File: config.mk
export PLATFORM = sky130hd
export DESIGN_NAME = gda_ctrl
export DESIGN_NICKNAME = d
export VERILOG_FILES = /design/src/rtl/core/gda_pkg.sv /design/src/rtl/core/gda_ctrl.sv
export VERILOG_INCLUDE_DIRS = /design/src /design/src/rtl/core
export SDC_FILE = /design/constraint.sdc
export NUM_CORES = 1
export LEC_CHECK = 0
export ABC_AREA = 1
export BUFFER_PORTS_ARGS = -buffer_cell sky130_fd_sc_hd__clkbuf_2
export CAP_MARGIN = 20
export CORE_UTILIZATION = 54
export DETAILED_ROUTE_END_ITERATION = 6
export PLACE_DENSITY = 0.77
export SLEW_MARGIN = 10
export SYNTH_ARGS = -nofsm -noshare
export SYNTH_HDL_FRONTEND = slang
export SYNTH_SLANG_ARGS = --single-unit
File: constraint.sdc
create_clock -name clk -period 2.5 [get_ports clk]
set_clock_uncertainty 0.15 [all_clocks]
set_input_delay 0.25 -clock clk [delete_from_list [all_inputs] [get_ports clk]]
set_output_delay 0.25 -clock clk [all_outputs]
set_load 0.005 [all_outputs]
File: src/rtl/core/gregorian_date_arithmetic_assert.svh
// ----------------------------------------------------------------------------
// Assertion macros for the date arithmetic block
// Implication checks on the rising clock edge, disabled during reset.
// ----------------------------------------------------------------------------
`ifndef GREGORIAN_DATE_ARITHMETIC_ASSERT_SVH
`define GREGORIAN_DATE_ARITHMETIC_ASSERT_SVH

`ifndef SYNTHESIS
`define GDA_ASSERT_IMPLY(label, clk, rst, ante, cons, msg) \
  label: assert property (@(posedge clk) disable iff (rst) (ante) |-> (cons)) else $error(msg);
`define GDA_ASSERT_NEXT(label, clk, rst, ante, cons, msg) \
  label: assert property (@(posedge clk) disable iff (rst) (ante) |=> (cons)) else $error(msg);
`else
`define GDA_ASSERT_IMPLY(label, clk, rst, ante, cons, msg)
`define GDA_ASSERT_NEXT(label, clk, rst, ante, cons, msg)
`endif

`endif

File: src/rtl/core/gda_pkg.sv
// ----------------------------------------------------------------------------
// gda_pkg
// Word types, op codes, command and status types and calendar tables.
// ----------------------------------------------------------------------------
`timescale 1ns / 1ps
`default_nettype none

package gda_pkg;

  localparam int SER_W = 23;
  localparam logic [SER_W-1:0] MAX_SER = 23'd3652059;

  localparam logic [2:0] OP_ADD     = 3'd0;
  localparam logic [2:0] OP_SUB     = 3'd1;
  localparam logic [2:0] OP_UNTIL   = 3'd2;
  localparam logic [2:0] OP_EARLIER = 3'd3;
  localparam logic [2:0] OP_XMAS    = 3'd4;
  localparam logic [2:0] OP_LEAP    = 3'd5;

  localparam logic [SER_W-1:0] DAYS_400 = 23'd146097;
  localparam logic [SER_W-1:0] DAYS_100 = 23'd36524;
  localparam logic [SER_W-1:0] DAYS_4   = 23'd1461;
  localparam logic [SER_W-1:0] DAYS_1   = 23'd365;

  typedef struct packed {
    logic [2:0]  op;
    logic [4:0]  day;
    logic [3:0]  month;
    logic [13:0] year;
    logic [21:0] amount;
    logic [4:0]  other_day;
    logic [3:0]  other_month;
    logic [13:0] other_year;
  } gda_in_t;

  typedef struct packed {
    logic [4:0]  res_day;
    logic [3:0]  res_month;
    logic [13:0] res_year;
    logic [21:0] day_count;
    logic        is_earlier;
    logic        is_leap;
    logic        error;
  } gda_out_t;

  typedef enum logic [1:0] {
    SEL_BASE,
    SEL_OTHER,
    SEL_XMAS
  } date_sel_t;

  typedef enum logic [2:0] {
    PH_400,
    PH_100,
    PH_4,
    PH_1,
    PH_MON
  } phase_t;

  typedef struct packed {
    logic      load;
    logic      ser_s1;
    logic      ser_s2;
    date_sel_t sel;
    logic      store_a;
    logic      add;
    logic      sub;
    logic      cmp;
    logic      set_err;
    logic      step;
    phase_t    phase;
    logic      yfin;
    logic      emit;
  } gda_cmd_t;

  typedef struct packed {
    logic [2:0] op;
    logic       ok;
    logic       add_bad;
    logic       sub_bad;
    logic       cmp_bad;
    logic       ge;
    logic       lim;
    logic       out_free;
  } gda_status_t;

  function automatic logic [4:0] days_in(input logic [3:0] m, input logic lp);
    logic [4:0] r;
    case (m) inside
      4'd2:                                  r = lp ? 5'd29 : 5'd28;
      4'd4, 4'd6, 4'd9, 4'd11:               r = 5'd30;
      4'd1, 4'd3, 4'd5, 4'd7, 4'd8, 4'd10, 4'd12: r = 5'd31;
      default:                               r = 5'd0;
    endcase
    return r;
  endfunction

  function automatic logic [8:0] cum_days(input logic [3:0] m);
    logic [8:0] r;
    case (m)
      4'd2:    r = 9'd31;
      4'd3:    r = 9'd59;
      4'd4:    r = 9'd90;
      4'd5:    r = 9'd120;
      4'd6:    r = 9'd151;
      4'd7:    r = 9'd181;
      4'd8:    r = 9'd212;
      4'd9:    r = 9'd243;
      4'd10:   r = 9'd273;
      4'd11:   r = 9'd304;
      4'd12:   r = 9'd334;
      default: r = 9'd0;
    endcase
    return r;
  endfunction

endpackage

`default_nettype wire

File: src/rtl/core/gda_ctrl.sv
// ----------------------------------------------------------------------------
// gda_ctrl
// Sequencer: date conversion, checks, year and month stepping, result emit.
// ----------------------------------------------------------------------------
`timescale 1ns / 1ps
`default_nettype none
`include "gregorian_date_arithmetic_assert.svh"

module gda_ctrl
  import gda_pkg::*;
(
  input  wire logic        clk,
  input  wire logic        rst,
  input  wire logic        in_valid,
  output logic             in_stall,
  input  wire gda_status_t status,
  output gda_cmd_t         cmd
);

  typedef enum logic [18:0] {
    S_IDLE = 19'h00001,
    S_BA1  = 19'h00002,
    S_BA2  = 19'h00004,
    S_BCHK = 19'h00008,
    S_ADD  = 19'h00010,
    S_SUB  = 19'h00020,
    S_OT1  = 19'h00040,
    S_OT2  = 19'h00080,
    S_OCHK = 19'h00100,
    S_XM1  = 19'h00200,
    S_XM2  = 19'h00400,
    S_CMP  = 19'h00800,
    S_Y400 = 19'h01000,
    S_Y100 = 19'h02000,
    S_Y4   = 19'h04000,
    S_Y1   = 19'h08000,
    S_YFIN = 19'h10000,
    S_MON  = 19'h20000,
    S_FIN  = 19'h40000
  } state_t;

  state_t state, state_next;

  assign in_stall = state != S_IDLE;

  always_comb begin
    cmd        = '0;
    cmd.sel    = SEL_BASE;
    cmd.phase  = PH_400;
    state_next = state;
    case (state)
      S_IDLE: begin
        if (in_valid) begin
          cmd.load   = 1'b1;
          state_next = S_BA1;
        end
      end
      S_BA1: begin
        cmd.ser_s1 = 1'b1;
        state_next = S_BA2;
      end
      S_BA2: begin
        cmd.ser_s2 = 1'b1;
        state_next = S_BCHK;
      end
      S_BCHK: begin
        cmd.store_a = 1'b1;
        if (!status.ok) begin
          cmd.set_err = 1'b1;
          state_next  = S_FIN;
        end else begin
          case (status.op)
            OP_ADD:             state_next = S_ADD;
            OP_SUB:             state_next = S_SUB;
            OP_UNTIL, OP_EARLIER: state_next = S_OT1;
            OP_XMAS:            state_next = S_XM1;
            OP_LEAP:            state_next = S_FIN;
            default: begin
              cmd.set_err = 1'b1;
              state_next  = S_FIN;
            end
          endcase
        end
      end
      S_ADD: begin
        cmd.add = 1'b1;
        if (status.add_bad) begin
          cmd.set_err = 1'b1;
          state_next  = S_FIN;
        end else begin
          state_next = S_Y400;
        end
      end
      S_SUB: begin
        cmd.sub = 1'b1;
        if (status.sub_bad) begin
          cmd.set_err = 1'b1;
          state_next  = S_FIN;
        end else begin
          state_next = S_Y400;
        end
      end
      S_OT1: begin
        cmd.sel    = SEL_OTHER;
        cmd.ser_s1 = 1'b1;
        state_next = S_OT2;
      end
      S_OT2: begin
        cmd.ser_s2 = 1'b1;
        state_next = S_OCHK;
      end
      S_OCHK: begin
        if (!status.ok) begin
          cmd.set_err = 1'b1;
          state_next  = S_FIN;
        end else begin
          state_next = S_CMP;
        end
      end
      S_XM1: begin
        cmd.sel    = SEL_XMAS;
        cmd.ser_s1 = 1'b1;
        state_next = S_XM2;
      end
      S_XM2: begin
        cmd.ser_s2 = 1'b1;
        state_next = S_CMP;
      end
      S_CMP: begin
        cmd.cmp = 1'b1;
        if ((status.op == OP_UNTIL || status.op == OP_XMAS) && status.cmp_bad) begin
          cmd.set_err = 1'b1;
        end
        state_next = S_FIN;
      end
      S_Y400: begin
        cmd.phase = PH_400;
        if (status.ge) cmd.step = 1'b1;
        else state_next = S_Y100;
      end
      S_Y100: begin
        cmd.phase = PH_100;
        if (status.ge && !status.lim) cmd.step = 1'b1;
        else state_next = S_Y4;
      end
      S_Y4: begin
        cmd.phase = PH_4;
        if (status.ge) cmd.step = 1'b1;
        else state_next = S_Y1;
      end
      S_Y1: begin
        cmd.phase = PH_1;
        if (status.ge && !status.lim) cmd.step = 1'b1;
        else state_next = S_YFIN;
      end
      S_YFIN: begin
        cmd.yfin   = 1'b1;
        state_next = S_MON;
      end
      S_MON: begin
        cmd.phase = PH_MON;
        if (status.ge && !status.lim) cmd.step = 1'b1;
        else state_next = S_FIN;
      end
      S_FIN: begin
        if (status.out_free) begin
          cmd.emit   = 1'b1;
          state_next = S_IDLE;
        end
      end
      default: state_next = S_IDLE;
    endcase
  end

  always_ff @(posedge clk) begin
    if (rst) begin
      state <= S_IDLE;
    end else begin
      state <= state_next;
    end
  end

  `GDA_ASSERT_NEXT(a_accept, clk, rst, in_valid && !in_stall, state == S_BA1, "accept did not start conversion")
  `GDA_ASSERT_IMPLY(a_step_phase, clk, rst, cmd.step, state == S_Y400 || state == S_Y100 || state == S_Y4 || state == S_Y1 || state == S_MON, "step outside stepping states")
  `GDA_ASSERT_IMPLY(a_emit_fin, clk, rst, cmd.emit, state == S_FIN, "emit outside final state")

endmodule

`default_nettype wire

; Yosys cells after proc, flatten, opt, wreduce, memory -nomap -nowiden
; Index checks and enable logic that the tools add are counted.
[totals]
inputBits = 13
word_cells = 78
ff_bits = 19
output_inout_bits = 17
[op_classes]
n_eq_ne = 32
reduce_logical = 10
mux = 35
[op_table]
columns = operator, count
row1 = 19-bit case mux with 19 select lines, 1
row2 = 19-bit 2-to-1 mux, 11
row3 = 19-bit case mux with 4 select lines, 1
row4 = 4-bit case mux with 5 select lines, 1
row5 = 19-bit by 1-bit == test with 1-bit output (second input constant), 1
row6 = 19-bit by 10-bit == test with 1-bit output (second input constant), 1
row7 = 19-bit by 11-bit == test with 1-bit output (second input constant), 1
row8 = 19-bit by 12-bit == test with 1-bit output (second input constant), 1
row9 = 19-bit by 13-bit == test with 1-bit output (second input constant), 1
row10 = 19-bit by 14-bit == test with 1-bit output (second input constant), 1
row11 = 19-bit by 15-bit == test with 1-bit output (second input constant), 1
row12 = 19-bit by 16-bit == test with 1-bit output (second input constant), 1
row13 = 19-bit by 17-bit == test with 1-bit output (second input constant), 1
row14 = 19-bit by 18-bit == test with 1-bit output (second input constant), 1
row15 = 19-bit == test (second input constant), 1
row16 = 19-bit by 2-bit == test with 1-bit output (second input constant), 1
row17 = 19-bit by 3-bit == test with 1-bit output (second input constant), 1
row18 = 19-bit by 4-bit == test with 1-bit output (second input constant), 1
row19 = 19-bit by 5-bit == test with 1-bit output (second input constant), 1
row20 = 19-bit by 6-bit == test with 1-bit output (second input constant), 1
row21 = 19-bit by 7-bit == test with 1-bit output (second input constant), 1
row22 = 19-bit by 8-bit == test with 1-bit output (second input constant), 1
row23 = 19-bit by 9-bit == test with 1-bit output (second input constant), 1
row24 = 1-bit 2-to-1 mux, 19
row25 = 15 further kinds, 25

; Logic depth before layout (Yosys ltp)
; Gate-level depths: netlist of the first run.
[logic_depth]
depth_word = 5
ltp_mapped = 14
depth_no_buf = 13

; Least setup slack after synthesis of the first run
; Ideal clock, no wire load.
[synth_path]
kind = register to register
start = reg state[16]
end = reg state[15]
t_required_ps = 2289
path_stages_with_launch = 13
arrival_time_ps = 1544
slack_ps = 746
synth_period_minus_slack_ps = 1754
n_path_buf = 1
setup_ps = 61
cell_sequence = dfxtp_1 -> nor2_4 -> nand2_4 -> nor2_8 -> nand3_2 -> nand3_1 -> nand2_2 -> nor2_4 -> nor2_4 -> nand2_2 -> nand2_2 -> buf_6 -> nor2_4
[synth_via]
elab_chain_cells = 3
elab_cells_between_ends = 28
classes_between = eq/ne: 26 / mux: 1 / reduce/logical: 1
[synth_lines]
columns = element, line
row1 = start: declaration, gda_ctrl.sv:42  ; state_t state, state_next;
row2 = start signal: assignment, gda_ctrl.sv:179  ; state <= state_next;
row3 = 19-bit by 14-bit == test with 1-bit output (tied with other cells), gda_ctrl.sv:51  ; case (state)
row4 = 2-bit != test (no source line), -
row5 = 7-bit AND reduction (no source line), -
; Parallel ways exist; a longest one is shown, timed or not.
; A chain may end at the register's enable or synchronous reset.

==> qor.csv, run 1 <==
stage,metric,value,unit
setup_path,kind of critical path,flip-flop to output port,
routing,Iteration-0 DRC Markers,32,
clock_network,"Setup Fix Bufs, Post-CTS",0,
sta,Final Max Tran Viols,0,
yosys,multiplexer area fraction after synthesis,0,%
floorplan,total die area,2894,sq um
grt,met2 Resource Use GR,40.95,%
floorplan,row cnt,18,
sta,endpoints failing hold,0,
cells_and_area,Largest register FFs,19,
setup_path,critical path required time,2.10,ns
cells_and_area,antenna diode count,0,
floorplan,initial core utilization,57.96,%
grt,overall routing resource usage,25.42,%
grt,grt peak-use layer,met2,
yosys,#FFs+latches synth,19,
floorplan,Core ar.,2500,sq um
clock_network,H-tree levels,1,
pwr,Lkg Pwr,0.9974,nW
clock_network,Clock Path Buffers,2,
worst_hold_path,Hold Startpoint,status[8],
routing,Routed WL,3.292,mm
yosys,Synth Area in Compound Gates,3.368,%
sta,Hold WS,0.02270,ns
yosys,ys flop type,dfxtp_1,
clock_network,clk slew on worst S/H paths,0.12,ns
yosys,Synth Instances,244,
routing,Via density,4.908,
yosys,"EDFF count, synth",0,
floorplan,Die Y,53.80,microns
placed_design,dpl hpwl,2.669,mm
clock_network,Inserted Clock Buffers,3,
yosys,fraction of registers with async set/reset,0,%
sta,Worst slew margin,74.81,%
floorplan,I/O Pins,30,
placed_design,IO Port Bufs,29,
cells_and_area,nets,290,
placed_design,RePlAce Congestion,0.8619,
setup_path,Worst Path Arrival,1.95,ns
sta,final critical-path share of the clock period,94.16,%
routing,DRC viols,0,
yosys,Post-Synth Adder-Cell Area,0,%
placed_design,placed insts,302,
sta,achievable frequency,424.8,MHz
clock_network,post-cts resize count,0,
yosys,number of synthesis warnings,0,
cells_and_area,Finished Layout Cells,306,
setup_path,CP Launch Type,flip-flop,
routing,Final ANT Viol Nets,0,
yosys,"Seq/Total Area, Yosys",26.25,%
sta,"Worst Setup Slack, final",0.1460,ns
clock_network,clk_lat worst skew,0.31,ns
sta,RSZ-0062 raised after global routing,false,
setup_path,CP Capture Type,output port,
outcome,status,"complete, no violations",
setup_path,CP Launch Point,state[0],
pwr,total power,1.195,mW
setup_path,reg2reg start,state[12],
cells_and_area,Top reg by flops,state,
routing,DR pass1 iterations,4,
job,maxcap violations,0,
cells_and_area,P&R area growth vs syn,13.73,%
worst_hold_path,Hold/Removal Path Class,input port to flip-flop,
sta,min Tclk post-route,2.354,ns
pwr,PwrDens,725.3,nW/um^2
sta,setup TNS,0,ns
clock_network,root buffer cell,clkbuf_4,
yosys,mapped cell area,1449,sq um
yosys,simple-gate portion of the synthesized area,55.87,%
placed_design,Placement Cell Area,1620,sq um
yosys,main combinational cell family by area after synthesis,simple AND/OR/NAND/NOR gates,
routing,Vias,1502,
cells_and_area,post-route cell area,1648,sq um
placed_design,Placement Setup Slack,0.4401,ns
grt,vias in the first global route,1253,
routing,WL per Instance,10.76,microns
setup_path,critical path peak fanout,3,
grt,M1 GR Usage,33.95,%
yosys,Synth Area in XOR/XNOR,0,%
cells_and_area,biggest regs,state: 19 flops,
yosys,Netlist cell types,20,
clock_network,CTS Hold Bufs,0,
grt,largest net degree at the start of global routing,13,
sta,slew of the pin with the lowest slew margin,0.3765,ns
cells_and_area,final core occ,65.92,%
grt,routing usage on met3,2.825,%
clock_network,CTS sink cnt,19,
grt,grt total ovfl,0,
grt,first-pass GRT wire length,5.244,mm
grt,antenna violations before repair,0,
sta,Final setup viols,0,
pwr,Worst IR Drop VDD,0.4743,mV
yosys,Syn Area/Cell,5.938,sq um
floorplan,die span in x,53.80,microns
clock_network,CTS tree,yes,
yosys,"Net Count, Synth",257,
cells_and_area,layout cell share with drive strength beyond 1,24.28,%
==> critical path: stages, from the launching register on <==
cell	delay (ns)
dfxtp_1	0.35
nor2_1	0.18
nand2_2	0.13
inv_1	0.09
nand2_1	0.07
nor2_1	0.17
nand2_1	0.14
inv_1	0.10
nand2_1	0.05
nand3_1	0.10
a21oi_1	0.05
o21ai_0	0.09
clkbuf_2	0.14
==> worst paths after layout <==
path	slack [ns]	endpoint	cells past startpoint
max	0.15	cmd[6]	12
min	0.02	state[6]	3
max reg2reg	0.41	state[14]	11
min reg2reg	0.41	state[12]	2
==> cell usage in the layout (no fill, tap or decap), types with 2 or more instances in the layout <==
master,n
clkbuf_2,29
clkbuf_4,3
nand3_2,4
nor3_1,8
nand2_1,52
a21oi_1,4
nor2_1,37
nand3_1,28
nand4_1,2
inv_1,53
or2_2,2
dfxtp_1,19
nand2_2,7
nor2_2,13
o21ai_0,3
nor2_4,6
==> where the power goes <==
part           leakage (nW)  switching, mW  internal (mW)  total [mW]
clock network        0.0177          0.107         0.0599       0.167
logic                 0.826          0.456          0.212       0.668
registers             0.154         0.0264          0.334       0.360
total                 0.997          0.590          0.605        1.20
==> final cells by class <==
type                    count  area [sq um]
fillers                   265         852.1
well taps                  30         37.54
inverters                  53         198.9
flip-flops and latches     19         380.4
multi-input cells         171         858.3
clock buffers               3         22.52
repair buffers             29         145.1
clock inverters             1         5.005
==> cell usage after synthesis, types with 2 or more instances <==
cell type  instances  share of area, %
o21ai_0            3               1.0
a21oi_1            4               1.4
dfxtp_1           19                26
nand2_2            7               3.0
nor3_1             8               2.8
nand4_1            2              0.86
nor2_1            37               9.6
or2_2              2              0.86
nand3_1           28               9.7
inv_1             53                14
nand2_1           52                13
nor2_4             6               4.7
nand3_2            4               2.8
nor2_2            13               5.6
==> cells by family (layout without fill, tap and decap cells) <==
family | after synthesis | in the layout
compound gates | 9 | 9
buf+inv | 54 | 86
flops | 19 | 19
simple gates | 162 | 162
==> metal layers <==
layer  part of all wire (%)  routed length, microns
met2                     43                    1424
met3                    4.1                     134
met1                     51                    1671
met4                    1.9                      61
met5                      0                       0
Power figures use the tool's default switching activity.
==> inputs of run 2 (changes only) <==
--- a/config.mk
+++ b/config.mk
@@ -6,12 +6,12 @@
 export SDC_FILE = /design/constraint.sdc
 export NUM_CORES = 1
 export LEC_CHECK = 0
-export ABC_AREA = 1
 export BUFFER_PORTS_ARGS = -buffer_cell sky130_fd_sc_hd__clkbuf_2
 export CAP_MARGIN = 20
-export CORE_UTILIZATION = 54
+export CORE_UTILIZATION = 52
 export DETAILED_ROUTE_END_ITERATION = 6
-export PLACE_DENSITY = 0.77
+export MAX_ROUTING_LAYER = met4
+export PLACE_DENSITY = 0.76
 export SLEW_MARGIN = 10
 export SYNTH_ARGS = -nofsm -noshare
 export SYNTH_HDL_FRONTEND = slang
==> run 2 against run 1 <==
Net effect: synthesized area down 16%; the run now fails in 5_1_grt; synthesized cell count down 37%.
==> qor.csv, run 2 <==
stage,metric,value,unit,change
yosys,top-count cell post-synth,nor2_1,,was inv_1
yosys,"EDFF count, synth",0,,unchanged
sta,WEP type,top-level output,,
floorplan,Die Y,50.26,microns,was 53.80 microns
yosys,top post-synthesis cells by area,"dfxtp_1 (31%), nor2_1 (8.4%), nor3_1 (4.5%)",,"was dfxtp_1 (26%), inv_1 (14%), nand2_1 (13%)"
grt,largest net degree at the start of global routing,11,,
clock_network,Clock Path Buffers,2,,unchanged
clock_network,CTS sink cnt,19,,unchanged
floorplan,initial core utilization,54.75,%,was 57.96%
yosys,number of synthesis warnings,0,,unchanged
placed_design,dpl hpwl,3.139,mm,was 2.669 mm
placed_design,RePlAce Congestion,1.017,,was 0.8619
yosys,#FFs+latches synth,19,,unchanged
placed_design,Placement Setup Slack,-0.3236,ns,was 0.4401 ns
yosys,fraction of registers with async set/reset,0,%,unchanged
outcome,status,did not finish,,"was complete, no violations"
yosys,mapped cell area,1211,sq um,was 1449 sq um
yosys,Synth Instances,154,,was 244
yosys,ys flop type,dfxtp_1,,unchanged
yosys,"Seq/Total Area, Yosys",31.40,%,was 26.25%
yosys,"Net Count, Synth",167,,was 257
yosys,Netlist cell types,44,,was 20
placed_design,placed insts,258,,was 302
yosys,post-synth top area cell,dfxtp_1,,unchanged
outcome,stop err,"[ERROR DPL-0038] Utilization greater than 100%, impossible to legalize",,
floorplan,die span in x,50.26,microns,was 53.80 microns
sta,Worst EP post-GRT repair,cmd[6],,
yosys,Synth top cells by count,"nor2_1 (27), dfxtp_1 (19), nor3_1 (11), inv_1 (9), nor4_1 (8)",,"was inv_1 (53), nand2_1 (52), nor2_1 (37), nand3_1 (28), dfxtp_1 (19)"
placed_design,IO Port Bufs,29,,unchanged
outcome,Stopped at,5_1_grt,,
yosys,share of the synthesized area in the top cell type,31.40,%,was 26.25%
floorplan,row cnt,17,,was 18
clock_network,root buffer cell,clkbuf_4,,unchanged
clock_network,CTS Hold Bufs,0,,unchanged
yosys,Syn Area/Cell,7.865,sq um,was 5.938 sq um
floorplan,I/O Pins,30,,unchanged
clock_network,Inserted Clock Buffers,3,,unchanged
placed_design,Placement Cell Area,1805,sq um,was 1620 sq um
clock_network,H-tree levels,1,,unchanged
## run 2: cells by family after synthesis
family | after synthesis | synth area share (%)
and+or+nand+nor | 89 | 43.18
DFF | 19 | 31.40
xor gates and xnor gates | 3 | 2.170
buffers and inverters | 19 | 6.714
AOI/OAI and AO/OA | 20 | 13.22
muxes | 4 | 3.306
## run 2: through the flow
stage / util, % / setup TNS (ns)
2_1_floorplan: - / -2.485
3_3_place_gp: 81.62 / -2.142
3_5_place_dp: 81.62 / -4.050
4_1_cts: 93.16 / -7.042
## run 2: what timing repair did
| item | CTS |
|---|---|
| gates resized for setup | 35 |
| setup endpoints to repair | 34 |
| pin swaps | 12 |
| buffers inserted | 10 |
==> inputs of run 3 (changes only) <==
--- a/config.mk
+++ b/config.mk
@@ -8,10 +8,10 @@
 export LEC_CHECK = 0
 export BUFFER_PORTS_ARGS = -buffer_cell sky130_fd_sc_hd__clkbuf_2
 export CAP_MARGIN = 20
-export CORE_UTILIZATION = 52
+export CORE_AREA = 2 2 63 65
 export DETAILED_ROUTE_END_ITERATION = 6
-export MAX_ROUTING_LAYER = met4
-export PLACE_DENSITY = 0.76
+export DIE_AREA = 0 0 65 67
+export PLACE_DENSITY_LB_ADDON = 0.15
 export SLEW_MARGIN = 10
 export SYNTH_ARGS = -nofsm -noshare
 export SYNTH_HDL_FRONTEND = slang
==> run 3 against run 2 <==
Net effect: the flow now finishes, with violations (setup timing); synthesized area did not move; synthesized cell count did not move.
==> qor.csv, run 3 <==
stage,metric,value,unit,change
cells_and_area,post-route cell area,2455,sq um,
sta,Final setup viols,32,,
cells_and_area,Finished Layout Cells,304,,
yosys,Syn Area/Cell,7.865,sq um,unchanged
pwr,Worst IR Drop VDD,0.1721,mV,
routing,Iteration-0 DRC Markers,86,,
cells_and_area,nets,270,,
yosys,Synth Instances,154,,unchanged
cells_and_area,Largest register FFs,19,,
floorplan,Core ar.,3606,sq um,
cells_and_area,"commonest non-fill, non-tap cell in the layout",buf_4,,
routing,DRC viols,0,,
placed_design,RePlAce Congestion,0.7919,,was 1.017
setup_path,CP Launch Type,flip-flop,,
clock_network,H-tree levels,1,,unchanged
sta,setup TNS,-7.835,ns,
yosys,#FFs+latches synth,19,,unchanged
yosys,"Seq/Total Area, Yosys",31.40,%,unchanged
floorplan,row cnt,22,,was 17
pwr,Lkg Pwr,1.114,nW,
clock_network,clk_lat worst skew,0.26,ns,
clock_network,CTS sink cnt,19,,unchanged
clock_network,root buffer cell,clkbuf_8,,was clkbuf_4
grt,met2 Resource Use GR,35.95,%,
clock_network,CTS tree,yes,,
floorplan,I/O Pins,30,,unchanged
cells_and_area,antenna diode count,0,,
yosys,Synth Area in Compound Gates,13.22,%,unchanged
sta,slew of the pin with the lowest slew margin,0.5176,ns,
grt,first-pass GRT wire length,6.686,mm,
grt,grt peak-use layer,met2,,
yosys,multiplexer area fraction after synthesis,3.306,%,unchanged
placed_design,dpl hpwl,3.031,mm,was 3.139 mm
routing,DR pass1 iterations,4,,
clock_network,Inserted Clock Buffers,3,,unchanged
yosys,mapped cell area,1211,sq um,unchanged
sta,achievable frequency,341.0,MHz,
grt,largest net degree at the start of global routing,11,,
placed_design,placed insts,280,,was 258
setup_path,critical path required time,2.10,ns,
setup_path,kind of critical path,flip-flop to output port,,
pwr,PwrDens,402.3,nW/um^2,
grt,overall routing resource usage,20.04,%,
floorplan,Die Y,67,microns,was 50.26 microns
yosys,Post-Synth Adder-Cell Area,0,%,unchanged
yosys,top-count cell post-synth,nor2_1,,unchanged
cells_and_area,Top reg by flops,state,,
yosys,post-synth top area cell,dfxtp_1,,unchanged
yosys,share of the synthesized area in the top cell type,31.40,%,unchanged
yosys,"Net Count, Synth",167,,unchanged
yosys,Netlist cell types,44,,unchanged
sta,final critical-path share of the clock period,117.3,%,
grt,routing usage on met3,2.703,%,
floorplan,total die area,4355,sq um,
setup_path,CP Capture Type,output port,,
placed_design,IO Port Bufs,29,,unchanged
yosys,top post-synthesis cells by area,"dfxtp_1 (31%), nor2_1 (8.4%), nor3_1 (4.5%)",,unchanged
worst_hold_path,Hold/Removal Path Class,input port to flip-flop,,
floorplan,initial core utilization,33.59,%,was 54.75%
cells_and_area,P&R area growth vs syn,102.7,%,
sta,min Tclk post-route,2.932,ns,
sta,endpoints failing hold,0,,
yosys,ys flop type,dfxtp_1,,unchanged
sta,Hold WS,0.1647,ns,
setup_path,Worst Path Arrival,2.53,ns,
clock_network,Clock Path Buffers,2,,unchanged
setup_path,critical path peak fanout,3,,
yosys,Synth top cells by count,"nor2_1 (27), dfxtp_1 (19), nor3_1 (11), inv_1 (9), nor4_1 (8)",,unchanged
grt,antenna violations before repair,0,,
grt,grt total ovfl,0,,
grt,vias in the first global route,1487,,
placed_design,Placement Cell Area,1846,sq um,was 1805 sq um
yosys,number of synthesis warnings,0,,unchanged
clock_network,CTS Hold Bufs,0,,unchanged
routing,WL per Instance,15.35,microns,
cells_and_area,biggest regs,state: 19 flops,,
sta,Worst slew margin,65.17,%,
yosys,Synth Area in XOR/XNOR,2.169,%,unchanged
yosys,"EDFF count, synth",0,,unchanged
cells_and_area,layout cell share with drive strength beyond 1,66.02,%,
cells_and_area,"commonest non-fill, non-tap cells in the layout","buf_4 (57), buf_6 (27), clkbuf_2 (21)",,
routing,Final ANT Viol Nets,0,,
outcome,failing checks,setup timing,,
clock_network,clk slew on worst S/H paths,0.07,ns,
yosys,fraction of registers with async set/reset,0,%,unchanged
outcome,status,"finished, violations left",,was did not finish
sta,RSZ-0062 raised after global routing,true,,
grt,M1 GR Usage,24.03,%,
cells_and_area,final core occ,68.08,%,
yosys,simple-gate portion of the synthesized area,43.18,%,unchanged
routing,Routed WL,4.665,mm,
routing,Vias,1564,,
routing,Via density,5.145,,
sta,Final Max Tran Viols,0,,
floorplan,die span in x,65,microns,was 50.26 microns
yosys,main combinational cell family by area after synthesis,simple AND/OR/NAND/NOR gates,,unchanged
sta,"Worst Setup Slack, final",-0.4322,ns,
job,maxcap violations,0,,
run 3: cell counts after synthesis:
No cell type changed its count.
run 3: logic make-up (layout without fill, tap and decap cells):
| group | count (synthesis) | after routing |
|---|---|---|
| AND/OR/NAND/NOR | 89 | 89 |
| AO/OA/AOI/OAI | 20 | 20 |
| flip-flops | 19 | 19 |
| buffers and inverters | 19 | 121 |
| multiplexers | 4 | 4 |
| XOR/XNOR | 3 | 3 |
run 3: final timing paths:
path | startpoint | to | slack, ns | cells after the start
hold reg to reg | state[17] | state[17] | 0.46 | 3
hold / removal | status[7] | state[5] | 0.16 | 3
setup / recovery | state[2] | cmd[6] | -0.43 | 9
setup reg to reg | state[2] | state[16] | -0.43 | 13
run 3: timing repair:
action / in CTS / in global routing
pin swaps: 11 / 13
setup endpoints to repair: 31 / 34
gates cloned: 0 / 0
gates resized for setup: 49 / 48
buffers inserted: 9 / 13
run 3: per-stage QoR:
| step | setup WS [ns] | power (mW) |
|---|---|---|
| finish | -0.4322 | 0.9875 |
| global route | -0.5204 | 1.031 |
| CTS | -0.3914 | 0.9098 |
| detailed placement | -0.2816 | 0.6006 |
| global placement | -0.2070 | 0.5971 |
| floorplan | -0.3155 | 0.4647 |
run 3: power by group:
group	total (mW)	switching, mW	internal, mW	leakage (nW)
logic	0.454	0.201	0.253	0.936
registers	0.315	0.00491	0.311	0.156
clock network	0.218	0.105	0.113	0.0228
total	0.988	0.311	0.677	1.11
run 3: worst max-delay path: stages (launching register included):
cell      delay [ns]
dfxtp_2         0.33
or4_4           0.54
buf_6           0.15
nor4_4          0.27
buf_4           0.17
and4b_2         0.25
nand3b_1        0.11
o32ai_2         0.21
a211o_1         0.13
clkbuf_2        0.10
run 3: cell type report:
type | instances | area, sq um
Inverter | 9 | 33.78
Clock buffer | 4 | 45.04
Sequential cell | 19 | 385.4
Multi-Input combinational cell | 116 | 1079
Timing Repair Buffer | 108 | 852.1
Tap cell | 48 | 60.06
Fill cell | 270 | 1151
run 3: routing by layer:
layer,vias to the layer above,wire length (microns)
li1,778,-
met1,743,1950
met2,37,2529
met3,6,132
met4,0,53
met5,-,0
