--- src/rtl/core/gregorian_date_arithmetic_assert.svh ---
// ----------------------------------------------------------------------------
// Assertion macros for the date arithmetic block
// Implication checks on the rising clock edge, disabled during reset.
// ----------------------------------------------------------------------------
`ifndef GREGORIAN_DATE_ARITHMETIC_ASSERT_SVH
`define GREGORIAN_DATE_ARITHMETIC_ASSERT_SVH

`ifndef SYNTHESIS
`define GDA_ASSERT_IMPLY(label, clk, rst, ante, cons, msg) \
  label: assert property (@(posedge clk) disable iff (rst) (ante) |-> (cons)) else $error(msg);
`define GDA_ASSERT_NEXT(label, clk, rst, ante, cons, msg) \
  label: assert property (@(posedge clk) disable iff (rst) (ante) |=> (cons)) else $error(msg);
`else
`define GDA_ASSERT_IMPLY(label, clk, rst, ante, cons, msg)
`define GDA_ASSERT_NEXT(label, clk, rst, ante, cons, msg)
`endif

`endif

--- src/rtl/core/gda_pkg.sv ---
// ----------------------------------------------------------------------------
// gda_pkg
// Word types, op codes, command and status types and calendar tables.
// ----------------------------------------------------------------------------
`timescale 1ns / 1ps
`default_nettype none

package gda_pkg;

  localparam int SER_W = 23;
  localparam logic [SER_W-1:0] MAX_SER = 23'd3652059;

  localparam logic [2:0] OP_ADD     = 3'd0;
  localparam logic [2:0] OP_SUB     = 3'd1;
  localparam logic [2:0] OP_UNTIL   = 3'd2;
  localparam logic [2:0] OP_EARLIER = 3'd3;
  localparam logic [2:0] OP_XMAS    = 3'd4;
  localparam logic [2:0] OP_LEAP    = 3'd5;

  localparam logic [SER_W-1:0] DAYS_400 = 23'd146097;
  localparam logic [SER_W-1:0] DAYS_100 = 23'd36524;
  localparam logic [SER_W-1:0] DAYS_4   = 23'd1461;
  localparam logic [SER_W-1:0] DAYS_1   = 23'd365;

  typedef struct packed {
    logic [2:0]  op;
    logic [4:0]  day;
    logic [3:0]  month;
    logic [13:0] year;
    logic [21:0] amount;
    logic [4:0]  other_day;
    logic [3:0]  other_month;
    logic [13:0] other_year;
  } gda_in_t;

  typedef struct packed {
    logic [4:0]  res_day;
    logic [3:0]  res_month;
    logic [13:0] res_year;
    logic [21:0] day_count;
    logic        is_earlier;
    logic        is_leap;
    logic        error;
  } gda_out_t;

  typedef enum logic [1:0] {
    SEL_BASE,
    SEL_OTHER,
    SEL_XMAS
  } date_sel_t;

  typedef enum logic [2:0] {
    PH_400,
    PH_100,
    PH_4,
    PH_1,
    PH_MON
  } phase_t;

  typedef struct packed {
    logic      load;
    logic      ser_s1;
    logic      ser_s2;
    date_sel_t sel;
    logic      store_a;
    logic      add;
    logic      sub;
    logic      cmp;
    logic      set_err;
    logic      step;
    phase_t    phase;
    logic      yfin;
    logic      emit;
  } gda_cmd_t;

  typedef struct packed {
    logic [2:0] op;
    logic       ok;
    logic       add_bad;
    logic       sub_bad;
    logic       cmp_bad;
    logic       ge;
    logic       lim;
    logic       out_free;
  } gda_status_t;

  function automatic logic [4:0] days_in(input logic [3:0] m, input logic lp);
    logic [4:0] r;
    case (m) inside
      4'd2:                                  r = lp ? 5'd29 : 5'd28;
      4'd4, 4'd6, 4'd9, 4'd11:               r = 5'd30;
      4'd1, 4'd3, 4'd5, 4'd7, 4'd8, 4'd10, 4'd12: r = 5'd31;
      default:                               r = 5'd0;
    endcase
    return r;
  endfunction

  function automatic logic [8:0] cum_days(input logic [3:0] m);
    logic [8:0] r;
    case (m)
      4'd2:    r = 9'd31;
      4'd3:    r = 9'd59;
      4'd4:    r = 9'd90;
      4'd5:    r = 9'd120;
      4'd6:    r = 9'd151;
      4'd7:    r = 9'd181;
      4'd8:    r = 9'd212;
      4'd9:    r = 9'd243;
      4'd10:   r = 9'd273;
      4'd11:   r = 9'd304;
      4'd12:   r = 9'd334;
      default: r = 9'd0;
    endcase
    return r;
  endfunction

endpackage

`default_nettype wire

--- src/rtl/core/gda_datapath.sv ---
// ----------------------------------------------------------------------------
// gda_datapath
// Day-number unit, range checks, year/month stepping unit, output register.
// ----------------------------------------------------------------------------
`timescale 1ns / 1ps
`default_nettype none
`include "gregorian_date_arithmetic_assert.svh"

module gda_datapath
  import gda_pkg::*;
#(
  parameter int COUNT_WIDTH = 22
) (
  input  wire logic        clk,
  input  wire logic        rst,
  input  wire gda_in_t     in_word,
  input  wire gda_cmd_t    cmd,
  output gda_status_t      status,
  input  wire logic        out_stall,
  output logic             out_valid,
  output gda_out_t         out_word
);

  gda_in_t          inp;
  logic [SER_W-1:0] a, n, ser;
  logic             ser_ok, ser_lp, base_lp;
  logic [13:0]      yy;
  logic [3:0]       mm;
  logic [1:0]       q100, q1;
  logic [4:0]       q4;
  logic             leapy, err, early;
  logic [21:0]      cnt;

  logic [4:0]       s_d;
  logic [3:0]       s_m;
  logic [13:0]      s_y;
  logic [21:0]      s_p365;
  logic [6:0]       s_q100;
  logic [4:0]       s_q400;

  logic [4:0]       d_sel;
  logic [3:0]       m_sel;
  logic [13:0]      y_sel, y_dec;

  logic             c100, c400, lp2;
  logic [6:0]       q100p;
  logic [4:0]       q400p;
  logic [13:0]      p;
  logic [SER_W-1:0] ser_next;
  logic             ok_next;

  logic [SER_W-1:0] sum, diff, kstep;
  logic             amt_big;
  gda_out_t         res;

  always_comb begin
    case (cmd.sel)
      SEL_OTHER: begin
        d_sel = inp.other_day;
        m_sel = inp.other_month;
        y_sel = inp.other_year;
      end
      SEL_XMAS: begin
        d_sel = 5'd25;
        m_sel = 4'd12;
        y_sel = (inp.month == 4'd12 && inp.day > 5'd25) ? inp.year + 14'd1 : inp.year;
      end
      default: begin
        d_sel = inp.day;
        m_sel = inp.month;
        y_sel = inp.year;
      end
    endcase
    y_dec = y_sel - 14'd1;
  end

  always_comb begin
    c100     = (14'(s_q100) * 14'd100) == s_y;
    c400     = (14'(s_q400) * 14'd400) == s_y;
    q100p    = s_q100 - 7'(c100);
    q400p    = s_q400 - 5'(c400);
    lp2      = (s_y[1:0] == 2'b00) && (!c100 || c400);
    p        = s_y - 14'd1;
    ser_next = SER_W'(s_p365) + SER_W'(p >> 2) - SER_W'(q100p) + SER_W'(q400p)
             + SER_W'(cum_days(s_m)) + SER_W'(lp2 && s_m > 4'd2) + SER_W'(s_d);
    ok_next  = s_y >= 14'd1 && s_y <= 14'd9999 && s_m >= 4'd1 && s_m <= 4'd12
             && s_d >= 5'd1 && s_d <= days_in(s_m, lp2);
  end

  always_comb begin
    amt_big = (inp.amount >> COUNT_WIDTH) != '0;
    sum     = a + SER_W'(inp.amount);
    diff    = ser - a;
    case (cmd.phase)
      PH_400:  kstep = DAYS_400;
      PH_100:  kstep = DAYS_100;
      PH_4:    kstep = DAYS_4;
      PH_1:    kstep = DAYS_1;
      default: kstep = SER_W'(days_in(mm, leapy));
    endcase
    status.op       = inp.op;
    status.ok       = ser_ok;
    status.add_bad  = amt_big || sum > MAX_SER;
    status.sub_bad  = amt_big || SER_W'(inp.amount) >= a;
    status.cmp_bad  = ser < a || (diff >> COUNT_WIDTH) != '0;
    status.ge       = n >= kstep;
    case (cmd.phase)
      PH_100:  status.lim = q100 == 2'd3;
      PH_1:    status.lim = q1 == 2'd3;
      PH_MON:  status.lim = mm == 4'd12;
      default: status.lim = 1'b0;
    endcase
    status.out_free = !out_valid || !out_stall;
  end

  always_comb begin
    res = '0;
    if (!err) begin
      case (inp.op)
        OP_ADD, OP_SUB: begin
          res.res_day   = 5'(n) + 5'd1;
          res.res_month = mm;
          res.res_year  = yy;
        end
        OP_UNTIL, OP_XMAS: res.day_count = cnt;
        OP_EARLIER:        res.is_earlier = early;
        OP_LEAP:           res.is_leap = base_lp;
        default:           res = '0;
      endcase
    end
    res.error = err;
  end

  always_ff @(posedge clk) begin
    if (cmd.load) begin
      inp   <= in_word;
      err   <= 1'b0;
      early <= 1'b0;
      cnt   <= '0;
    end
    if (cmd.ser_s1) begin
      s_d    <= d_sel;
      s_m    <= m_sel;
      s_y    <= y_sel;
      s_p365 <= 22'(22'(y_dec) * 22'd365);
      s_q100 <= 7'((27'(y_sel) * 27'd5243) >> 19);
      s_q400 <= 5'((16'(y_sel >> 4) * 16'd41) >> 10);
    end
    if (cmd.ser_s2) begin
      ser    <= ser_next;
      ser_ok <= ok_next;
      ser_lp <= lp2;
    end
    if (cmd.store_a) begin
      a       <= ser;
      base_lp <= ser_lp;
    end
    if (cmd.add || cmd.sub) begin
      n    <= (cmd.add ? sum : a - SER_W'(inp.amount)) - SER_W'(1);
      yy   <= '0;
      mm   <= 4'd1;
      q100 <= '0;
      q4   <= '0;
      q1   <= '0;
    end
    if (cmd.cmp) begin
      cnt   <= diff[21:0];
      early <= a < ser;
    end
    if (cmd.set_err) begin
      err <= 1'b1;
    end
    if (cmd.step) begin
      n <= n - kstep;
      case (cmd.phase)
        PH_400: yy <= yy + 14'd400;
        PH_100: begin
          yy   <= yy + 14'd100;
          q100 <= q100 + 2'd1;
        end
        PH_4: begin
          yy <= yy + 14'd4;
          q4 <= q4 + 5'd1;
        end
        PH_1: begin
          yy <= yy + 14'd1;
          q1 <= q1 + 2'd1;
        end
        default: mm <= mm + 4'd1;
      endcase
    end
    if (cmd.yfin) begin
      yy    <= yy + 14'd1;
      leapy <= (q1 == 2'd3) && (q4 != 5'd24 || q100 == 2'd3);
    end
    if (cmd.emit) begin
      out_word <= res;
    end
  end

  always_ff @(posedge clk) begin
    if (rst) begin
      out_valid <= 1'b0;
    end else if (cmd.emit) begin
      out_valid <= 1'b1;
    end else if (!out_stall) begin
      out_valid <= 1'b0;
    end
  end

  `GDA_ASSERT_IMPLY(a_emit_free, clk, rst, cmd.emit, status.out_free, "emit into a held word")
  `GDA_ASSERT_IMPLY(a_err_zero, clk, rst, out_valid && out_word.error, out_word.day_count == '0 && out_word.res_year == '0 && out_word.is_leap == 1'b0, "error word not cleared")
  `GDA_ASSERT_IMPLY(a_mon_range, clk, rst, cmd.step && cmd.phase == PH_MON, mm < 4'd12, "month step past December")

endmodule

`default_nettype wire

--- config.mk ---
export PLATFORM = sky130hd
export DESIGN_NAME = gda_datapath
export DESIGN_NICKNAME = d
export VERILOG_FILES = /design/src/rtl/core/gda_pkg.sv /design/src/rtl/core/gda_datapath.sv
export VERILOG_INCLUDE_DIRS = /design/src /design/src/rtl/core
export SDC_FILE = /design/constraint.sdc
export NUM_CORES = 1
export LEC_CHECK = 0
export ABC_AREA = 1
export BUFFER_PORTS_ARGS = -buffer_cell sky130_fd_sc_hd__buf_2
export CAP_MARGIN = 30
export CELL_PAD_IN_SITES_DETAIL_PLACEMENT = 1
export CELL_PAD_IN_SITES_GLOBAL_PLACEMENT = 2
export CORE_UTILIZATION = 35
export DETAILED_ROUTE_END_ITERATION = 10
export GPL_TIMING_DRIVEN = 0
export MAX_ROUTING_LAYER = met4
export PLACE_DENSITY_LB_ADDON = 0.25
export REMOVE_ABC_BUFFERS = 1
export SLEW_MARGIN = 20
export SYNTH_ARGS = -nofsm -noshare
export SYNTH_HDL_FRONTEND = slang
export SYNTH_SLANG_ARGS = --single-unit
--- constraint.sdc ---
create_clock -name clk -period 6.6 [get_ports clk]
set_input_delay 0 -clock clk [delete_from_list [all_inputs] [get_ports clk]]
set_output_delay 0 -clock clk [all_outputs]
set_load 0.005 [all_outputs]
* Word level (Yosys, flattened, before mapping) *
Memory sizes are Yosys's and may differ from the RTL's. A register that Yosys moved wholly into a read port is not among the register bits.
Cells that the tools add are included.

operators by class
  multipliers = 5
  $lt $le $gt $ge = 13
  muxes and demuxes = 40
  add/sub/neg operators = 25
  reduce and logical (&&, ||, !) cells = 33
  bitwise logic cells = 4
  eq/ne operators = 42

operator list
  cell                                                              count
  case mux 18 bit (4 select lines)                                  1
  2-to-1 mux 23 bit                                                 3
  2-to-1 mux 14 bit                                                 4
  case mux 14 bit (4 select lines)                                  1
  adder 23 x 5 -> 23 bit                                            2
  < comparator 23 bit                                               2
  2-to-1 mux 5 bit                                                  9
  equality test 4 bit (second input constant)                       11
  2-to-1 mux 22 bit                                                 2
  equality test 4 x 3 -> 1 bit (second input constant)              8
  adder 14 x 1 -> 14 bit (second input constant)                    2
  equality test 14 bit                                              2
  case mux 14 bit (2 select lines)                                  1
  subtractor 14 x 1 -> 14 bit (second input constant)               2
  multiplier 14 x 13 -> 26 bit (second input constant)              1
  adder 22 x 12 -> 23 bit                                           1
  adder 23 x 1 -> 23 bit                                            1
  adder 23 x 22 -> 23 bit                                           1
  adder 23 x 9 -> 23 bit                                            1
  greater-or-equal comparator 22 x 23 -> 1 bit                      1
  greater-or-equal comparator 23 bit                                1
  greater-than comparator 23 x 22 -> 1 bit (second input constant)  1
  subtractor 23 x 1 -> 23 bit (second input constant)               1
  subtractor 23 x 18 -> 23 bit                                      1
  other kinds (48)                                                  102

storage, ports and cells
  word-level logic and storage cells = 200
  output and inout bits = 59
  input bits = 90
  memories = 1
  ROM bits = 144
  register bits after elaboration = 301

memories
  memory           depth  width  rd ports  clocked after memory_dff  wr ports  line            source
  (no name shown)  16     9      1         1                         0         gda_pkg.sv:100  case (m)

* Longest topological paths before layout *
Gate-level depths: netlist of the first run.

  depth in word-level cells = 9
  depth in mapped cells = 39
  mapped depth without buffers = 39

* Least setup slack after synthesis of the first run *
Ideal clock, no wire load.

  path type = register to register
  from = register s_q100[2]
  to = register ser[19] (data pin)
  arrival = 6.767 ns
  library setup time = 0.252 ns
  clock period less this slack = 7.019 ns
  stages on the path, launching flop included = 35
  setup slack = -0.419 ns
  cell sequence = edfxtp_1 inv_1 ha_1 ha_1 fa_1 ha_1 a21oi_1 nand2_1 a21oi_1 o21ai_0 xnor2_1 or2_2 nand4_1 nor2_1 ha_1 ha_1 inv_1 fa_1 fa_1 fa_1 inv_1 ha_1 inv_1 fa_1 nand3b_1 nand2_1 a21oi_1 o21ai_1 nand2_1 a21oi_1 a31oi_1 o21ai_1 nand2_1 nand3_1 nand2_1

on the way
  word-level cells in the longest chain between the ends = 8
  elaborated cells on any way between the ends = 12
  those cells by class = 6 x add/sub; 1 x mul; 1 x eq/ne; 4 x reduce/logical

RTL lines
  what                                                             line                                    source
  from (decl)                                                      gda_datapath.sv:38                      logic [6:0] s_q100;
  from (signal assigned)                                           gda_datapath.sv:146                     s_q100 <= 7'((27'(y_sel) * 27'd5243) >> 19);
  multiplier 7 x 5 -> 12 bit                                       gda_datapath.sv:78                      c100 = (14'(s_q100) * 14'd100) == s_y;
  equality test 14 bit                                             gda_datapath.sv:78
  subtractor 7 x 1 -> 7 bit or zero test 1 bit (tied branches)     gda_datapath.sv:80, gda_datapath.sv:82
  subtractor 23 x 7 -> 23 bit or logical OR 1 bit (tied branches)  gda_datapath.sv:84, gda_datapath.sv:82
  adder 23 x 5 -> 23 bit or logical AND 1 bit (tied branches)      gda_datapath.sv:84, gda_datapath.sv:82
  adder 23 x 9 -> 23 bit or logical AND 1 bit (tied branches)      gda_datapath.sv:85                      + SER_W'(cum_days(s_m)) + SER_W'(lp2 && s_m > 4'd2) + SER_W'(s_d);
  adder 23 x 1 -> 23 bit *                                         gda_datapath.sv:85
  adder 23 x 5 -> 23 bit *                                         gda_datapath.sv:85
  via ser_next[19]                                                 gda_datapath.sv:49                      logic [SER_W-1:0] ser_next;
  to (signal assigned)                                             gda_datapath.sv:150                     ser <= ser_next;
  to (decl)                                                        gda_datapath.sv:25                      logic [SER_W-1:0] a, n, ser;

The timed path passes the listed nets; every way through them passes the cells marked *.
A chain may end at the register's enable or synchronous reset.

* Worst setup path after layout of the first run *
Ends and elaborated chain as after synthesis.

==> results of run 1 <==
==> cell type report <==
| type | instances | area, µm² |
|---|---|---|
| clock buffers | 44 | 1060 |
| clock inverters | 32 | 408 |
| fillers | 10064 | 47700 |
| inverters | 723 | 2760 |
| multi-input cells | 2538 | 19100 |
| flip-flops and latches | 310 | 8970 |
| well taps | 1134 | 1420 |
| repair buffers | 365 | 2660 |
| repair inverters | 1 | 5.00 |
==> cells by family (layout without fill, tap and decap cells) <==
family,Yosys count,after routing,share of synthesized area
flops,310,310,0.300
xor+xnor,133,133,0.0390
fa+ha+maj,545,545,0.265
compound gates,491,491,0.0934
buf+inv,780,1165,0.102
simple gates,1369,1369,0.201
==> flip-flops by register name, summed over array words and instances (netlist names), 5 cells and up, named ones only <==
name	flops
inp	68
out_word	48
a	23
n	23
ser	23
cnt	22
s_p365	22
s_y	14
yy	14
s_q100	7
q4	5
s_d	5
s_q400	5
==> cells in the final DEF (no fill, tap or decap), types with 15 or more instances in the layout <==
master         Yosys  final
a21oi_1          201    184
a21oi_2            4     16
a31oi_1           21     18
buf_2             12    146
buf_4             10    120
clkbuf_16          0     42
dfxtp_1           34     34
dlygate4sd3_1      0     86
edfxtp_1         276    276
fa_1             144    139
ha_1             401    355
ha_4               0     34
inv_1            691    657
inv_2             25     47
nand2_1          698    671
nand2_2           25     44
nand3_1          223    213
nand4_1           63     63
nor2_1           246    240
nor2_2            18     23
nor3_1            33     28
nor4_1            19     16
o21ai_0          147    129
o21ai_1           16     15
o21ai_2            1     16
xnor2_1           39     31
xor2_1            94     84
==> per-stage QoR <==
stage          setup slack [ns]  hold slack [ns]  instances   util  TNS [ns]
2_1_floorplan            -0.419           0.0573       3571      -     -2.00
3_3_place_gp              -1.75            0.155       4853  0.377    -42.40
3_5_place_dp              -1.57            0.156       4861  0.378    -33.31
4_1_cts                  -0.551           0.0271       5081  0.419     -3.98
5_1_grt                  -0.681           0.0601       5147  0.433     -8.33
6_report                 -0.411           0.0212       5147  0.433     -3.43
==> routing by layer <==
metal	vias to the layer above	global-route usage
li1	12606	-
met1	12268	0.278
met5	-	-
met4	0	0.0442
met2	273	0.399
met3	95	0.0196
==> critical path, delay by kind of cell, from the launching register on <==
| family | cells | cell delay [ns] |
|---|---|---|
| flip-flops | 1 | 0.47 |
| adder cells (fa/ha/maj) | 11 | 3.66 |
| XOR/XNOR | 1 | 0.14 |
| AO/OA/AOI/OAI | 8 | 1.11 |
| buffers and inverters | 4 | 0.32 |
| AND/OR/NAND/NOR | 10 | 1.04 |
==> worst max-delay path by stage <==
stage,cells after the start,startpoint,endpoint,slack (ns)
finish,34,s_q100[2],ser[19],-0.41
global route,34,s_q100[2],ser[15],-0.68
CTS,33,s_q400[1],ser[19],-0.55
detailed placement,32,s_q100[2],ser[18],-1.57
global placement,27,inp[59],s_p365[20],-1.75
floorplan,34,s_q100[2],ser[19],-0.42
==> timing repair <==
action                                  in CTS  in global routing
gates resized for setup                    142                137
buffers inserted                            57                 66
hold buffers                                86                  0
gates cloned                                 1                  0
pin swaps                                   57                104
endpoints found under the setup margin      38                 33
endpoints found under the hold margin      196                  0
==> out/summary.txt, run 1 <==
Crit start category: flip-flop
Yosys cell types: 64
Failing checks: negative setup slack
YS warnings: 0
Hold path depth: 1
Predominant post-synthesis flop cell: edfxtp_1
Remaining global-route overflow: 0
Core ar.: 84100 µm²
Max Clock Freq: 143 MHz
Vias per cell: 4.90
Worst-Margin Slew: 0.947 ns
Critical Path AT: 7.35 ns
R2R Path Start: s_q100[2]
# DRC: 0
Post-Syn Instances: 3628
Vias in the first global route: 26.8k
Max incr delay on CP: 0.57 ns
Top post-synthesis cells by area: edfxtp_1 (28%), ha_1 (17%), fa_1 (9.7%)
FF-to-FF setup slack: -0.41 ns
Max layer used: met4
RePlAce Congestion: 0.870
Initial antenna violation count: 0
Setup violators final: 13
Critical Path Most Common Cell: ha_4
DRT iter0 DRCs: 921
Syn Std Cell Area: 29800 µm²
Clock Latency Late Sink: 0.58 ns
Final Skew: 0.0206 ns
Worst setup path class: flip-flop to flip-flop
Routed WL: 95.1 mm
Hold Path End: s_q100[5]
Post-DP HPWL: 73.4 mm
DR WL met3: 2.01 mm
ANT cells: 0
Hold Crit Start: cmd[14]
WL met1: 43.1 mm
Die Area: 86500 µm²
First-pass GRT wire length: 148 mm
Final Cell Area: 36400 µm²
Die Ht: 294 µm
Register area share after synthesis: 0.300
CP endpoint kind: flip-flop
GR Util All Layers: 0.225
Max-slew violations: 0
Clock root buffer: clkbuf_16
Drt wl/cell: 18.5 µm
Final period util: 1.06
CTS Buf Count: 41
Fin crit period: 7.01 ns
CTS tree: done
Routed Antenna Nets: 0
Critical path required time: 6.94 ns
Status: complete, but fails checks
# port buffers: 148
Worst-path clk slew: 0.06 ns
First-pass DRT Iterations: 4
Initial core utilization: 0.355
Crit-path slowest cell: fa_1
Mean Syn Cell Area: 8.23 µm²
Horiz. Die Dim: 294 µm
Largest net degree at the start of global routing: 64
Hold Path Class: primary input to flip-flop
#FFs+latches synth: 310
Core Rows: 106
Sink Count: 310
DP Area: 31800 µm²
Count leader, synth: nand2_1
Clock Path Buffers: 3
Peak fanout along the critical path: 4
RSZ-0062 raised after global routing: true
Vias: 25.2k
Top cell types by occurrence after synthesis: nand2_1 (698), inv_1 (691), ha_1 (401)
I/O pin count: 149
Reg-to-Reg End: ser[19]
Post-synth EDFFs: 276
Fin worst setup slack: -0.411 ns
DR WL met2: 47.9 mm
H-Tree Depth: 2
Final Hold Fails: 0
Relative slew slack: 0.366
Syn-to-layout area delta: 22.0%
Share of the synthesized area in the top cell type: 0.278
Fraction of layout cells with a size suffix above 1: 0.164
Max cap viols: 0
Final Net Count: 4615
Post-synth top area cell: edfxtp_1
Reg2Reg Depth: 34
Async S/R FF share, synth: 0
Power of run 1 is left out: the tool's default activity adds up to more than one toggle a clock period on the data nets, which glitch-free logic cannot reach.
==> run 2: changes to the inputs <==
- CAP_MARGIN: 30 -> default
- CORE_UTILIZATION: 35 -> 39
- clock period: 6.6 -> 6.55 ns (I/O delays scaled with it)
==> run 2 against run 1 <==
  * The flow still finishes with violations (negative setup slack)
  * Worst hold slack lost 0.0026 ns
  * Global-route usage rose by 2.0 points
  * Critical path depth up 1
  * Utilization up 4.8 points
  * Via count is 1.3% higher
  * Non-clock buffer count increased by 3
  * Highest routed layer unchanged
  * Clock skew rose by 0.0060 ns
  * Maximum frequency is 2.3% lower
  * Routed wire length rose by 0.11%
  * Count of clock-buffer cells in the layout rose by 6
==> out/summary.txt, run 2 (synthesis results as in run 1) <==
CTS tree: done (unchanged)
GR peak layer: met2 (unchanged)
Die Area: 77600 µm² (was 86500 µm²)
Remaining global-route overflow: 0 (unchanged)
Largest net degree at the start of global routing: 64 (unchanged)
GRT met1 Usage: 0.299 (was 0.278)
CP Capture Point: ser[16] (was ser[19])
Syn-to-layout area delta: 22.2% (was 22.0%)
Failing checks: negative setup slack (unchanged)
Max incr delay on CP: 0.55 ns (was 0.57 ns)
GR Layer Usage met2: 0.432 (was 0.399)
Routed Antenna Nets: 0 (unchanged)
Clock Latency Late Sink: 0.59 ns (was 0.58 ns)
Crit start category: flip-flop (unchanged)
Worst-Margin Slew: 1.08 ns (was 0.947 ns)
Worst setup path class: flip-flop to flip-flop (unchanged)
Clock Path Buffers: 3 (unchanged)
Critical Path Most Common Cell: ha_4 (unchanged)
GR Util All Layers: 0.244 (was 0.225)
Reg2Reg Depth: 35 (was 34)
Grt met3 use: 0.0227 (was 0.0196)
CP bufs+invs: 8 (was 4)
I/O pin count: 149 (unchanged)
Worst-path clk slew: 0.06 ns (about the same)
Peak fanout along the critical path: 4 (unchanged)
Reg-to-Reg End: ser[16] (was ser[19])
Max cap viols: 0 (unchanged)
First-pass GRT wire length: 145 mm (was 148 mm)
Drt wl/cell: 19.1 µm (was 18.5 µm)
Final Skew: 0.0266 ns (was 0.0206 ns)
Initial core utilization: 0.394 (was 0.355)
Hold Path Class: primary input to flip-flop (unchanged)
Routed WL: 95.2 mm (was 95.1 mm)
R2R Path Start: s_q100[2] (unchanged)
Largest regs: inp x68, out_word x48 (unchanged)
Fin crit period: 7.17 ns (was 7.01 ns)
Vias: 25.6k (was 25.2k)
Final Net Count: 4619 (was 4615)
Relative slew slack: 0.271 (was 0.366)
Core Rows: 101 (was 106)
Status: complete, but fails checks (unchanged)
Filler cells: 8964 (was 10.1k)
Max reg flops: 68 (unchanged)
Most frequent cells in the layout: nand2_1 (656), inv_1 (650), ha_1 (348), edfxtp_1 (276), nor2_1 (239) (was nand2_1 (671), inv_1 (657), ha_1 (355), edfxtp_1 (276), nor2_1 (240))
Final Cell Area: 36500 µm² (was 36400 µm²)
Clock root buffer: clkbuf_16 (unchanged)
First-pass DRT Iterations: 5 (was 4)
CP endpoint kind: flip-flop (unchanged)
Critical Path AT: 7.49 ns (was 7.35 ns)
Setup violators final: 17 (was 13)
Critical path required time: 6.86 ns (was 6.94 ns)
Sink Count: 310 (unchanged)
Initial antenna violation count: 1 (was 0)
Final period util: 1.10 (was 1.06)
Post-DP HPWL: 72.0 mm (was 73.4 mm)
RSZ-0062 raised after global routing: true (unchanged)
RePlAce Congestion: 0.903 (was 0.870)
CP top delay family: adder cells (unchanged)
Final Hold Fails: 0 (unchanged)
Fin util: 0.481 (was 0.433)
Vias per cell: 5.12 (was 4.90)
Crit-path slowest cell: fa_1 (unchanged)
H-Tree Depth: 2 (unchanged)
# DRC: 0 (unchanged)
CTS Buf Count: 42 (was 41)
Horiz. Die Dim: 279 µm (was 294 µm)
Cell count along the critical path: 35 (was 34)
Fin worst setup slack: -0.624 ns (was -0.411 ns)
Fraction of layout cells with a size suffix above 1: 0.176 (was 0.164)
# port buffers: 148 (unchanged)
Pre-CTS worst setup slack: -1.53 ns (was -1.57 ns)
DRT iter0 DRCs: 1036 (was 921)
Core ar.: 75800 µm² (was 84100 µm²)
Max-slew violations: 0 (unchanged)
FF-to-FF setup slack: -0.62 ns (was -0.41 ns)
Vias in the first global route: 26.6k (was 26.8k)
DP Area: 31600 µm² (was 31800 µm²)
Die Ht: 279 µm (was 294 µm)
Commonest non-fill, non-tap cell in the layout: nand2_1 (unchanged)
Max Clock Freq: 139 MHz (was 143 MHz)
Setup crit start: s_q100[2] (unchanged)
Largest register by flop count: inp (unchanged)
run 2: worst register-to-register path, delay by kind of cell, from the launching register on:
family / cells / cell delay (ns)
adder cells (fa/ha/maj): 10 / 3.54
AO/OA/AOI/OAI: 8 / 1.21
AND/OR/NAND/NOR: 6 / 0.60
buffers and inverters: 8 / 0.68
XOR/XNOR: 3 / 0.42
flip-flops: 1 / 0.47
run 2: layout make-up:
| class | instances | area [µm²] | area share |
|---|---|---|---|
| inverter | 723 | 2770 | 0.0758 |
| sequential | 310 | 8970 | 0.246 |
| tap | 978 | 1220 | 0.0335 |
| clock inverter | 26 | 228 | 0.00624 |
| timing repair buffer | 368 | 2750 | 0.0754 |
| antenna | 1 | 2.50 | 0.0000686 |
| multi-input combinational | 2538 | 19400 | 0.532 |
| clock buffer | 50 | 1120 | 0.0308 |
| timing repair inverter | 1 | 5.00 | 0.000137 |
run 2: worst min path at each step:
stage | from | end | slack (ns) | cells past startpoint
finish | cmd[0] | out_word[21] | 0.02 | 1
detailed placement | rst | out_valid | 0.16 | 2
floorplan | out_stall | status[0] | 0.06 | 1
global placement | rst | out_valid | 0.16 | 2
global route | cmd[0] | out_word[21] | 0.04 | 1
CTS | cmd[0] | out_word[21] | 0.03 | 1
run 2: repair_timing:
action	4_1_cts	5_1_grt
setup buffers	61	72
pin swaps	81	119
cloned	0	1
endpoints found under the setup margin	38	31
hold endpoints to repair	180	0
hold buffers	86	0
resized for setup	164	187
run 2: per-layer routing:
layer	wire, µm	share of wire
met5	0	0
met3	2680	0.028
met2	48400	0.51
met1	41600	0.44
met4	2550	0.027
run 2: stage by stage:
step | hold WS [ns] | setup TNS (ns) | instances
2_1_floorplan | 0.0573 | -2.40 | 3571
3_3_place_gp | 0.156 | -42.00 | 4697
3_5_place_dp | 0.159 | -32.93 | 4702
4_1_cts | 0.0265 | -3.66 | 4925
5_1_grt | 0.0448 | -10.42 | 4994
6_report | 0.0186 | -5.27 | 4995
Power of run 2 is left out for the same reason.
==> run 3: changes to the inputs <==
- MAX_ROUTING_LAYER: met4 -> default
==> run 3 against run 2 <==
  * The flow still finishes with violations (negative setup slack)
  * Count of clock-buffer cells in the layout is the same
  * Critical path depth is the same
  * Cell area shrank 0.47%
  * First-iteration DRC count grew 3.5%
  * Utilization shrank 0.22 points
  * Highest routed layer unchanged
==> out/summary.txt, run 3 (synthesis results as in run 1) <==
Status: complete, but fails checks (unchanged)
Failing checks: negative setup slack (unchanged)
CP bufs+invs: 8 (unchanged)
CP endpoint kind: flip-flop (unchanged)
Clock Path Buffers: 3 (unchanged)
Max-slew violations: 0 (unchanged)
GR Util All Layers: 0.237 (was 0.244)
Commonest non-fill, non-tap cell in the layout: nand2_1 (unchanged)
Core ar.: 75800 µm² (unchanged)
Post-DP HPWL: 72.0 mm (unchanged)
Final Hold Fails: 0 (unchanged)
Fin util: 0.479 (was 0.481)
CTS Buf Count: 42 (unchanged)
Die Ht: 279 µm (unchanged)
Final Skew: 0.0227 ns (was 0.0266 ns)
Most frequent cells in the layout: nand2_1 (663), inv_1 (656), ha_1 (352), edfxtp_1 (276), nor2_1 (239) (was nand2_1 (656), inv_1 (650), ha_1 (348), edfxtp_1 (276), nor2_1 (239))
Largest regs: inp x68, out_word x48 (unchanged)
Clock Latency Late Sink: 0.58 ns (was 0.59 ns)
Critical Path Most Common Cell: ha_4 (unchanged)
Fin crit period: 7.19 ns (was 7.17 ns)
Relative slew slack: 0.244 (was 0.271)
H-Tree Depth: 2 (unchanged)
# DRC: 0 (unchanged)
DRT iter0 DRCs: 1072 (was 1036)
Largest register by flop count: inp (unchanged)
Fraction of layout cells with a size suffix above 1: 0.169 (was 0.176)
I/O pin count: 149 (unchanged)
Die Area: 77600 µm² (unchanged)
Fin Hold WS: 0.0212 ns (was 0.0186 ns)
# port buffers: 148 (unchanged)
Remaining global-route overflow: 0 (unchanged)
First-pass DRT Iterations: 5 (unchanged)
Max cap viols: 0 (unchanged)
Pre-CTS worst setup slack: -1.53 ns (unchanged)
Syn-to-layout area delta: 21.7% (was 22.2%)
Hold Path Class: primary input to flip-flop (unchanged)
Max reg flops: 68 (unchanged)
Critical path required time: 6.86 ns (about the same)
Core Rows: 101 (unchanged)
Crit-path slowest cell: fa_1 (unchanged)
Largest net degree at the start of global routing: 64 (unchanged)
Crit start category: flip-flop (unchanged)
Initial antenna violation count: 1 (unchanged)
Final Net Count: 4616 (was 4619)
Sink Count: 310 (unchanged)
Fin worst setup slack: -0.643 ns (was -0.624 ns)
Initial core utilization: 0.394 (unchanged)
Max incr delay on CP: 0.55 ns (about the same)
Vias: 25.4k (was 25.6k)
Routed WL: 94.3 mm (was 95.2 mm)
RePlAce Congestion: 0.889 (was 0.903)
Critical Path AT: 7.50 ns (was 7.49 ns)
Clock root buffer: clkbuf_16 (unchanged)
Drt wl/cell: 18.9 µm (was 19.1 µm)
CTS tree: done (unchanged)
Routed Antenna Nets: 0 (unchanged)
Final period util: 1.10 (about the same)
Horiz. Die Dim: 279 µm (unchanged)
Max Clock Freq: 139 MHz (about the same)
Worst-Margin Slew: 1.12 ns (was 1.08 ns)
CP top delay family: adder cells (unchanged)
RSZ-0062 raised after global routing: true (unchanged)
Vias per cell: 5.09 (was 5.12)
Worst-path clk slew: 0.06 ns (about the same)
First-pass GRT wire length: 145 mm (about the same)
Setup violators final: 18 (was 17)
Worst setup path class: flip-flop to flip-flop (unchanged)
Peak fanout along the critical path: 4 (unchanged)
Vias in the first global route: 26.6k (about the same)
[run 3: worst register-to-register path, delay by kind of cell (launching register included)]
| kind | cells | cell delay (ns) |
|---|---|---|
| adders and majority gates | 10 | 3.54 |
| AOI/OAI and AO/OA | 8 | 1.21 |
| buffers and inverters | 8 | 0.69 |
| and+or+nand+nor | 6 | 0.61 |
| DFF | 1 | 0.47 |
| xor gates and xnor gates | 3 | 0.41 |
[run 3: cell type report]
cell class | instances | area [µm²]
antenna | 1 | 2.50
clock buffer | 50 | 1120
timing repair buffer | 365 | 2710
timing repair inverter | 1 | 5.00
clock inverter | 26 | 228
tap | 978 | 1220
inverter | 723 | 2760
sequential | 310 | 8970
multi-input combinational | 2538 | 19300
fill | 8968 | 39500
[run 3: metal layers]
| layer | GRT usage | wire [µm] | share of wire | vias to the layer above |
|---|---|---|---|---|
| li1 | - | - | - | 12595 |
| met3 | 0.0238 | 2460 | 0.026 | 113 |
| met1 | 0.298 | 41700 | 0.44 | 12396 |
| met2 | 0.432 | 47800 | 0.51 | 329 |
| met4 | 0.0614 | 2390 | 0.025 | 0 |
| met5 | 0 | 0 | 0 | - |
[run 3: final timing paths]
kind | slack [ns] | cells after the start | endpoint | start
setup / recovery | -0.64 | 35 | ser[16] | s_q100[2]
hold / removal | 0.02 | 1 | out_word[21] | cmd[0]
setup reg to reg | -0.64 | 35 | ser[16] | s_q100[2]
hold reg to reg | 0.42 | 0 | base_lp | ser_lp
[run 3: what timing repair did]
item                                    in CTS  in global routing
hold buffers                                86                  0
gates resized for setup                    164                154
buffers inserted                            61                 68
endpoints found under the setup margin      38                 31
endpoints found under the hold margin      180                  0
cloned                                       0                  1
pin swaps                                   81                108
[run 3: metrics by stage]
stage | area (µm²) | std cells | TNS, ns
2_1_floorplan | 29500 | 3571 | -2.40
3_3_place_gp | 31500 | 4697 | -42.00
3_5_place_dp | 31600 | 4702 | -32.93
4_1_cts | 35100 | 4925 | -3.66
5_1_grt | 36300 | 4991 | -10.60
6_report | 36300 | 4992 | -5.44
Power of run 3 is left out for the same reason.
